[config.mk]
export PLATFORM = sky130hd
export DESIGN_NAME = mmaf_core
export DESIGN_NICKNAME = d
export VERILOG_FILES = /design/src/hw/rtl/multimode_audio_filter_macros.svh /design/src/hw/rtl/mmaf_pkg.sv /design/src/hw/rtl/mmaf_core.sv
export SDC_FILE = /design/constraint.sdc
export NUM_CORES = 1
export LEC_CHECK = 0
export ABC_AREA = 1
export ABC_CLOCK_PERIOD_IN_PS = 16000
export BUFFER_PORTS_ARGS = -buffer_cell sky130_fd_sc_hd__buf_2
export CAP_MARGIN = 5
export CORE_MARGIN = 10
export CORE_UTILIZATION = 57
export CTS_BUF_LIST = sky130_fd_sc_hd__clkbuf_2 sky130_fd_sc_hd__clkbuf_4 sky130_fd_sc_hd__clkbuf_8
export DETAILED_ROUTE_END_ITERATION = 7
export PLACE_DENSITY = 0.74
export SYNTH_ARGS = -nofsm -noshare
export SYNTH_HDL_FRONTEND = slang
export SYNTH_SLANG_ARGS = --single-unit
[constraint.sdc]
create_clock -name clk -period 16 [get_ports clk]
set_clock_uncertainty 0.1 [all_clocks]
set_input_delay 2.4 -clock clk [delete_from_list [all_inputs] [get_ports clk]]
set_output_delay 2.4 -clock clk [all_outputs]
set_load 0.01 [all_outputs]
[src/hw/rtl/multimode_audio_filter_macros.svh]
// ----------------------------------------------------------------------------
// multimode_audio_filter assertion macros
// Shorthand for clocked implications, sampled on clk, off during rst_n.
// ----------------------------------------------------------------------------
`ifndef MULTIMODE_AUDIO_FILTER_MACROS_SVH
`define MULTIMODE_AUDIO_FILTER_MACROS_SVH

// Consequent must hold in the same cycle as the antecedent.
`define MMAF_ASSERT_NOW(label, ante, cons, msg) \
  label: assert property (@(posedge clk) disable iff (!rst_n) (ante) |-> (cons)) \
    else $error(msg);

// Consequent must hold in the cycle after the antecedent.
`define MMAF_ASSERT_NEXT(label, ante, cons, msg) \
  label: assert property (@(posedge clk) disable iff (!rst_n) (ante) |=> (cons)) \
    else $error(msg);

`endif

[src/hw/rtl/mmaf_pkg.sv]
// ----------------------------------------------------------------------------
// mmaf_pkg
// Shared types, register codes and reset values of the multimode audio filter.
// ----------------------------------------------------------------------------
package mmaf_pkg;

  localparam int SAMPLE_W   = 8;
  localparam int MODE_W     = 3;
  localparam int SHIFT_W    = 2;
  localparam int COEF_A_W   = 8;
  localparam int COEF_B_W   = 9;
  localparam int DELAY_W    = 13;
  localparam int CFG_ADDR_W = 3;
  localparam int CFG_DATA_W = 13;

  typedef logic [SAMPLE_W-1:0] sample_t;

  // Filter select; codes 5..7 are treated as off
  typedef enum logic [MODE_W-1:0] {
    MODE_OFF  = 3'd0,
    MODE_AVG  = 3'd1,
    MODE_LP   = 3'd2,
    MODE_HP   = 3'd3,
    MODE_ECHO = 3'd4
  } mode_t;

  // Configuration register indexes
  typedef enum logic [CFG_ADDR_W-1:0] {
    CFG_MODE       = 3'd0,
    CFG_AVG_SHIFT  = 3'd1,
    CFG_COEF_A     = 3'd2,
    CFG_COEF_B     = 3'd3,
    CFG_ECHO_DELAY = 3'd4
  } cfg_idx_t;

  // Register reset values
  localparam logic [SHIFT_W-1:0]         RST_AVG_SHIFT  = 2'd1;
  localparam logic [COEF_A_W-1:0]        RST_COEF_A     = 8'd64;
  localparam logic signed [COEF_B_W-1:0] RST_COEF_B     = 9'sd64;
  localparam logic [DELAY_W-1:0]         RST_ECHO_DELAY = 13'd500;

  // Filter settings seen by the arithmetic stage
  typedef struct packed {
    mode_t                        mode;
    logic [SHIFT_W-1:0]           avg_shift;
    logic [COEF_A_W-1:0]          coef_a;
    logic signed [COEF_B_W-1:0]   coef_b;
  } filt_cfg_t;

endpackage

[src/hw/rtl/mmaf_core.sv]
// ----------------------------------------------------------------------------
// mmaf_core
// Filter arithmetic and small filter state: moving-average history,
// first-order IIR feedback, echo mix, output saturation.
// ----------------------------------------------------------------------------
module mmaf_core #(
  parameter int AVG_TAPS       = 8,
  parameter int COEF_FRAC_BITS = 7
) (
  input  logic                clk,
  input  logic                rst_n,
  input  logic                go,
  input  mmaf_pkg::sample_t   x,
  input  mmaf_pkg::sample_t   tap,
  input  mmaf_pkg::filt_cfg_t cfg,
  output mmaf_pkg::sample_t   result
);
  import mmaf_pkg::*;

  localparam int AVG_LOG = $clog2(AVG_TAPS + 1) - 1;
  localparam int AVG_N   = 1 << AVG_LOG;
  localparam int SUM_W   = SAMPLE_W + AVG_LOG;
  localparam int ACC_W   = 27;
  localparam logic [SHIFT_W-1:0] AVG_LOG_SH = SHIFT_W'(AVG_LOG);
  localparam logic signed [ACC_W-1:0] HP_OFFSET = 27'sd128;

  function automatic sample_t sat_u8(input logic signed [ACC_W-1:0] v);
    if (v < 0) begin
      return '0;
    end else if (v > 27'sd255) begin
      return 8'd255;
    end else begin
      return v[SAMPLE_W-1:0];
    end
  endfunction

  function automatic logic signed [15:0] sat_s16(input logic signed [ACC_W-1:0] v);
    if (v < -27'sd32768) begin
      return -16'sd32768;
    end else if (v > 27'sd32767) begin
      return 16'sd32767;
    end else begin
      return v[15:0];
    end
  endfunction

  // ---------------- moving average ----------------
  sample_t              hist_r   [AVG_N];
  sample_t              hist_nxt [AVG_N];
  logic [SHIFT_W-1:0]   avg_sh;
  logic [AVG_LOG:0]     taps;
  logic [SUM_W-1:0]     avg_sum;
  sample_t              avg_val;

  // Narrow window to the history length
  assign avg_sh = (cfg.avg_shift > AVG_LOG_SH) ? AVG_LOG_SH : cfg.avg_shift;
  assign taps   = (AVG_LOG + 1)'(1) << avg_sh;

  // Shift the window and add it up
  always_comb begin
    hist_nxt[0] = x;
    for (int i = 1; i < AVG_N; i++) begin
      hist_nxt[i] = (i < int'(taps)) ? hist_r[i-1] : hist_r[i];
    end
    avg_sum = '0;
    for (int i = 0; i < AVG_N; i++) begin
      if (i < int'(taps)) begin
        avg_sum = avg_sum + SUM_W'(hist_nxt[i]);
      end
    end
  end

  assign avg_val = (avg_sh == '0) ? '0 : SAMPLE_W'(avg_sum >> avg_sh);

  // Advance history only for an average beat with a real window
  always_ff @(posedge clk) begin
    if (!rst_n) begin
      for (int i = 0; i < AVG_N; i++) begin
        hist_r[i] <= '0;
      end
    end else if (go && cfg.mode == MODE_AVG && avg_sh != '0) begin
      hist_r <= hist_nxt;
    end
  end

  // ---------------- first-order IIR ----------------
  sample_t                  xp_r;
  logic signed [15:0]       yp_r;
  logic signed [9:0]        diff;
  logic signed [8:0]        a_s;
  logic signed [18:0]       prod_a;
  logic signed [24:0]       prod_b;
  logic signed [ACC_W-1:0]  iir_acc;
  logic signed [ACC_W-1:0]  iir_y;
  logic signed [ACC_W-1:0]  hp_y;

  assign a_s  = $signed({1'b0, cfg.coef_a});
  assign diff = (cfg.mode == MODE_HP) ?
                $signed({2'b00, x}) - $signed({2'b00, xp_r}) :
                $signed({2'b00, x}) + $signed({2'b00, xp_r});

  // Feed forward and feedback products, then floor shift
  assign prod_a  = a_s * diff;
  assign prod_b  = cfg.coef_b * yp_r;
  assign iir_acc = $signed({{8{prod_a[18]}}, prod_a}) + $signed({{2{prod_b[24]}}, prod_b});
  assign iir_y   = iir_acc >>> COEF_FRAC_BITS;
  assign hp_y    = iir_y + HP_OFFSET;

  // Keep previous input and saturated output for low-pass and high-pass
  always_ff @(posedge clk) begin
    if (!rst_n) begin
      xp_r <= '0;
      yp_r <= '0;
    end else if (go && (cfg.mode == MODE_LP || cfg.mode == MODE_HP)) begin
      xp_r <= x;
      yp_r <= sat_s16(iir_y);
    end
  end

  // ---------------- echo mix ----------------
  logic [15:0]              prod_ax;
  logic signed [17:0]       prod_bd;
  logic signed [ACC_W-1:0]  echo_acc;
  logic signed [ACC_W-1:0]  echo_y;

  assign prod_ax  = cfg.coef_a * x;
  assign prod_bd  = cfg.coef_b * $signed({1'b0, tap});
  assign echo_acc = $signed({11'b0, prod_ax}) + $signed({{9{prod_bd[17]}}, prod_bd});
  assign echo_y   = echo_acc >>> COEF_FRAC_BITS;

  // ---------------- result select ----------------
  always_comb begin
    unique case (cfg.mode)
      MODE_AVG:  result = avg_val;
      MODE_LP:   result = sat_u8(iir_y);
      MODE_HP:   result = sat_u8(hp_y);
      MODE_ECHO: result = sat_u8(echo_y);
      default:   result = '0;
    endcase
  end

endmodule

==> results.rst, run 1 <==
.. list-table::
   :header-rows: 1

   * - Metric
     - Value
   * - Most common library cell in the layout ignoring fill and taps
     - inv_1
   * - Prevailing post-synth register cell
     - dfxtp_1
   * - Number of global-route vias before repair
     - 20,251
   * - Largest buffer count on any clock path
     - 2
   * - Number of DRC markers in iteration 0
     - 1,356
   * - Number of gates given a new drive strength after cts
     - 0
   * - Slowest stage delay, CP
     - 460 ps
   * - Total negative setup slack
     - 0 ps
   * - Top-level I/O count
     - 49
   * - Floorplan die height
     - 220 um
   * - Largest net degree at the start of global routing
     - 87
   * - Unique cell type count in the Yosys netlist
     - 54
   * - Cells after Synth
     - 3,177
   * - Critical Path Source Type
     - input port
   * - Top fanout value on the critical path
     - 29
   * - RSZ-0062 raised after global routing
     - false
   * - Final weighted congestion in routability-driven placement
     - 0.974
   * - Fraction of layout cells with a size suffix above 1
     - 0.0463
   * - Final number of setup-violating endpoints
     - 0
   * - Core Box Area
     - 39,600 sq um
   * - Number of maximum-capacitance constraint violations
     - 0
   * - # nets final
     - 3,753
   * - Total grt overflow
     - 0
   * - Number of buffers created by CTS
     - 9
   * - Overall die area
     - 48,300 sq um
   * - Hold-fix buffers at CTS
     - 0
   * - Antenna violations before repair
     - 0
   * - Peak clock frequency supported by timing
     - 0.0713 GHz
   * - Via count normalized by instance count
     - 5.37
   * - First-pass iteration count of the detailed router
     - 5
   * - CP max stage cell
     - nand2_2
   * - Class of the most critical hold timing path
     - reg2reg
   * - Final slew viol count
     - 0
   * - Average routed wire per standard cell
     - 16.5 um
   * - Hold Vio Cnt, Final
     - 0
   * - Post-detailed-routing wire length
     - 60,100 um
   * - Setup CP Type
     - in2out
   * - Nature of the critical path endpoint
     - output pin
   * - Antenna fix cells
     - 0
   * - Slew of the pin with the lowest slew margin
     - 1240 ps
   * - Fraction of the yosys area taken by sequential cells
     - 0.0774
   * - Buffers inserted by post-CTS timing repair
     - 0
   * - Core Rows
     - 73
   * - Post-synth net total
     - 3,805
   * - Clock period minus final worst setup slack
     - 14,030 ps
   * - Critical Path RT
     - 13,500 ps
   * - Growth of design area from synthesis to finish
     - 3.01%
   * - Initial Util
     - 0.574
   * - Commonest non-fill, non-tap cells in the layout
     - inv_1, nand2_1, fa_1
   * - Synthesized flop and latch total
     - 88
   * - Residual DRC
     - 0
   * - Clock Tree Root
     - clkbuf_8
   * - Source-to-sink clock delay at the later pin of the worst-skew pair
     - 410 ps
   * - Outcome
     - finished clean
   * - Synthesized area
     - 22,800 sq um
   * - Horizontal extent of the die
     - 220 um
   * - Most used cell, CP
     - nand2_1
   * - Clock-pin slew of the registers on the worst-case setup and hold paths
     - 80 ps
   * - Total routing usage reported by global routing
     - 0.255
   * - Post-synthesis area per instance
     - 7.16 sq um
   * - Worst slew margin relative to its limit
     - 0.171
   * - Share of the cycle needed by the critical path after routing
     - 0.877
   * - CTS HTree Levels
     - 3
   * - Data arrival time of the worst path
     - 11,530 ps
   * - Total of warnings raised by yosys
     - 0
   * - CTS tree
     - done
   * - Share of async-settable or async-resettable flops after synthesis
     - 0
   * - Remaining antenna violation count
     - 0
   * - Count of input and output buffers
     - 48
   * - Number of clock sinks
     - 88
   * - Post-DP HPWL
     - 50,100 um
   * - Vias after detailed routing
     - 19,613
   * - EDFF count, synth
     - 0
   * - Wire length of the first global-routing pass
     - 100,000 um
-- Yosys cell counts (2+ instances only) --
cell type  number  area (sq um)
clkbuf_1      104           390
fa_1          356          7130
nor3_2          2          20.0
or2_2          31           194
inv_1         779          2920
xnor2_1        28           245
xor2_2          4          65.1
o21a_1          4          30.0
inv_2           7          26.3
o21ai_0       183           916
a21oi_1       215          1080
a21o_1          4          30.0
nand4_1        20           125
a211oi_1       10          75.1
nand3_2         3          30.0
nor4_1          3          18.8
nand2_1       687          2580
nor2_4          5          56.3
a31oi_1         4          25.0
o2111ai_1       2          17.5
ha_1          231          2890
o21ai_1        15          75.1
or2_1           3          18.8
xor2_1         44           385
nor3_1         18          90.1
clkinv_1        4          15.0
buf_2          10          50.1
nand3b_1        3          22.5
nor2_1        176           661
dfxtp_1        88          1760
o21bai_1       16           120
nor2_2          3          18.8
o211ai_1        6          45.0
nand3_1        76           380
buf_6           3          33.8
nand2_2        12          75.1
-- metal layers --
metal	track usage	vias to the layer above	wire, um
met3	0.0321	116	3560
met1	0.325	9464	25800
met2	0.441	591	29100
li1	-	9442	-
met5	0	-	0
met4	0.0831	0	1730
-- kinds of logic (layout without fill, tap and decap cells) --
kind of cell,after synthesis,in the layout,synth area share
AO/OA/AOI/OAI,471,471,0.111
flip-flops,88,88,0.0774
adder cells (fa/ha/maj),587,587,0.440
multiplexers,1,1,0.000440
AND/OR/NAND/NOR,1044,1044,0.189
XOR/XNOR,76,76,0.0306
buffers and inverters,910,862,0.152
-- final cells by class --
type                            count  area [sq um]
Clock buffer                       13           173
Clock inverter                      2          37.5
Fill cell                        3756         16200
Inverter                          791          2970
Multi-Input combinational cell   2179         17500
Sequential cell                    88          1760
Tap cell                          525           657
Timing Repair Buffer               56           300
-- final timing paths --
path                   from   endpoint  slack (ps)  cells past startpoint
setup / recovery    cfg[17]  result[5]        1970                     54
hold / removal    hist_r[5]  hist_r[5]         370                      2
setup reg to reg    xp_r[0]    yp_r[5]        6930                     33
hold reg to reg   hist_r[5]  hist_r[5]         370                      2
-- per-stage QoR --
stage	hold slack [ps]	setup WS [ps]	util	instance area [sq um]	std cells
after CTS	371	1980	0.591	23400	3654
after global routing	394	1120	0.591	23400	3654
final	368	1970	0.591	23400	3654
after global placement	348	2020	0.586	23200	3639
after floorplan	339	3350	-	22800	3177
after detailed placement	359	2010	0.586	23200	3639
-- critical path, delay by kind of cell --
| family | cells | cell delay (ps) |
|---|---|---|
| AND/OR/NAND/NOR | 21 | 3070 |
| buffers and inverters | 10 | 1080 |
| XOR/XNOR | 2 | 320 |
| adder cells (fa/ha/maj) | 8 | 2520 |
| AO/OA/AOI/OAI | 13 | 2120 |
-- sequential cells by signal, summed over array words and instances (netlist names) --
name,count
hist_r,64
xp_r,8
yp_r,16
Power of run 1 is not shown: default switching activity piles up to over one toggle a cycle in this logic, so the estimate is an artifact.
==> inputs of run 2 (changes only) <==
--- a/config.mk
+++ b/config.mk
@@ -5,7 +5,6 @@
 export SDC_FILE = /design/constraint.sdc
 export NUM_CORES = 1
 export LEC_CHECK = 0
-export ABC_AREA = 1
 export ABC_CLOCK_PERIOD_IN_PS = 16000
 export BUFFER_PORTS_ARGS = -buffer_cell sky130_fd_sc_hd__buf_2
 export CAP_MARGIN = 5
==> results.rst, run 2 <==
.. list-table::
   :header-rows: 1

   * - Metric
     - Value
   * - Total of warnings raised by yosys
     - 0
   * - Source-to-sink clock delay at the later pin of the worst-skew pair
     - 410 ps
   * - Fraction of layout cells with a size suffix above 1
     - 0.0468
   * - Critical Path Source Type
     - input port
   * - Biggest area contributors in the synthesized netlist
     - fa_1, ha_1, inv_1, dfxtp_1, nand2_1
   * - Synth top cells by count
     - inv_1, nand2_1, fa_1
   * - Final number of setup-violating endpoints
     - 0
   * - Total routing usage reported by global routing
     - 0.246
   * - Largest net degree at the start of global routing
     - 58
   * - Synthesized area
     - 22,400 sq um
   * - Final slew viol count
     - 0
   * - EDFF count, synth
     - 0
   * - Setup CP Type
     - in2out
   * - Number of global-route vias before repair
     - 19,119
   * - Wire length of the first global-routing pass
     - 95,900 um
   * - Area leader, netlist
     - fa_1
   * - Total negative setup slack
     - 0 ps
   * - Prevailing post-synth register cell
     - dfxtp_1
   * - Worst slew margin relative to its limit
     - 0.203
   * - Share of async-settable or async-resettable flops after synthesis
     - 0
   * - Core Box Area
     - 38,800 sq um
   * - Post-synth net total
     - 3,369
   * - Nature of the critical path endpoint
     - output pin
   * - Most common library cell in the layout ignoring fill and taps
     - inv_1
   * - Count of input and output buffers
     - 48
   * - Fraction of the yosys area taken by sequential cells
     - 0.0785
   * - Clock Tree Root
     - clkbuf_8
   * - Antenna violations before repair
     - 1
   * - Data arrival time of the worst path
     - 12,450 ps
   * - Number of gates given a new drive strength after cts
     - 0
   * - Share of the cycle needed by the critical path after routing
     - 0.935
   * - Number of DRC markers in iteration 0
     - 1,106
   * - Horizontal extent of the die
     - 218 um
   * - Largest buffer count on any clock path
     - 2
   * - First-pass iteration count of the detailed router
     - 5
   * - Unique cell type count in the Yosys netlist
     - 80
   * - Slowest stage delay, CP
     - 770 ps
   * - CP max stage cell
     - a211oi_1
   * - Filler cell count
     - 3,497
   * - Antenna fix cells
     - 0
   * - Growth of design area from synthesis to finish
     - 3.05%
   * - Buffers inserted by post-CTS timing repair
     - 0
   * - Biggest regs
     - hist_r x64, yp_r x16, xp_r x8
   * - Commonest non-fill, non-tap cells in the layout
     - inv_1, nand2_1, fa_1
   * - Clock-pin slew of the registers on the worst-case setup and hold paths
     - 100 ps
   * - Post-DP HPWL
     - 46,100 um
   * - RSZ-0062 raised after global routing
     - false
   * - Most used cell, CP
     - a21o_1
   * - Most frequent cell after synthesis
     - inv_1
   * - Initial Util
     - 0.578
   * - Hold Vio Cnt, Final
     - 0
   * - Slew of the pin with the lowest slew margin
     - 1190 ps
   * - Average routed wire per standard cell
     - 17.5 um
   * - Post-synthesis area per instance
     - 8.19 sq um
   * - Top-level I/O count
     - 49
   * - Synthesized flop and latch total
     - 88
   * - Total grt overflow
     - 0
   * - Via count normalized by instance count
     - 5.61
   * - Outcome
     - finished clean
   * - Top fanout value on the critical path
     - 13
   * - Class of the most critical hold timing path
     - reg2reg
   * - Peak clock frequency supported by timing
     - 0.0669 GHz
   * - Critical Path RT
     - 13,500 ps
   * - Remaining antenna violation count
     - 0
   * - Residual DRC
     - 0
   * - CTS HTree Levels
     - 3
   * - Number of buffers created by CTS
     - 9
   * - Area fraction of the dominant cell type after synthesis
     - 0.318
   * - Final weighted congestion in routability-driven placement
     - 0.930
   * - Cells after Synth
     - 2,741
   * - # nets final
     - 3,315
   * - Max reg flops
     - 64
   * - Largest reg by FF count
     - hist_r
   * - Post-detailed-routing wire length
     - 56,300 um
   * - Floorplan die height
     - 218 um
   * - CTS tree
     - done
   * - Number of clock sinks
     - 88
   * - Overall die area
     - 47,700 sq um
   * - Clock period minus final worst setup slack
     - 14,950 ps
   * - Core Rows
     - 72
   * - Hold-fix buffers at CTS
     - 0
   * - Vias after detailed routing
     - 17,995
   * - Number of maximum-capacitance constraint violations
     - 0
[run 2: changes by cell type in the layout (fill, tap and decap cells not counted), moves of 38 or more]
cell,delta
nor2_1,-93
nand3_1,-50
a21boi_0,+51
and2_1,+171
a21oi_1,-80
a21o_1,+38
nand2_1,-218
inv_1,-301
o21ai_0,-91
[run 2: worst max-delay path: cells and delay by family]
family	cells	cell delay, ps
XOR/XNOR	1	210
adder cells (fa/ha/maj)	9	3800
buffers and inverters	6	720
AO/OA/AOI/OAI	14	3860
AND/OR/NAND/NOR	5	1440
[run 2: final timing paths]
check	startpoint	slack (ps)	end	cells past startpoint
min	hist_r[0]	360	hist_r[0]	2
min reg2reg	hist_r[0]	360	hist_r[0]	2
max	x[0]	1050	result[7]	35
max reg2reg	xp_r[0]	5300	yp_r[2]	32
[run 2: cell type report]
class / instances / area [sq um] / area share
clock buffer: 9 / 124 / 0.00536
clock inverter: 7 / 65.1 / 0.00281
inverter: 479 / 1800 / 0.0778
multi-input combinational: 2052 / 18400 / 0.797
sequential: 88 / 1760 / 0.0762
tap: 518 / 648 / 0.0280
timing repair buffer: 57 / 308 / 0.0133
[run 2: logic make-up (layout without fill, tap and decap cells)]
kind of cell	after synthesis	after routing	share of synthesized area
simple gates	875	875	0.183
buf+inv	601	552	0.101
fa+ha+maj	588	588	0.447
compound gates	444	444	0.128
xor+xnor	103	103	0.0425
flops	88	88	0.0785
mux	42	42	0.0200
[run 2: per-stage QoR]
stage / hold slack, ps / util / area [sq um] / worst slack (ps) / instances
final: 365 / 0.596 / 23100 / 1050 / 3210
after global routing: 388 / 0.596 / 23100 / 225 / 3210
after CTS: 366 / 0.596 / 23100 / 1070 / 3210
after detailed placement: 351 / 0.591 / 22900 / 1070 / 3194
after global placement: 343 / 0.591 / 22900 / 1340 / 3194
after floorplan: 336 / - / 22400 / 2560 / 2741
[run 2: metal layers]
layer | track usage | part of all wire | wire [um] | vias up
li1 | - | - | - | 8470
met1 | 0.326 | 0.44 | 24600 | 8997
met2 | 0.418 | 0.48 | 27300 | 447
met3 | 0.0304 | 0.054 | 3050 | 79
met4 | 0.0618 | 0.023 | 1310 | 2
met5 | 0 | 0.00023 | 13 | -
Power of run 2 is left out for the same reason.
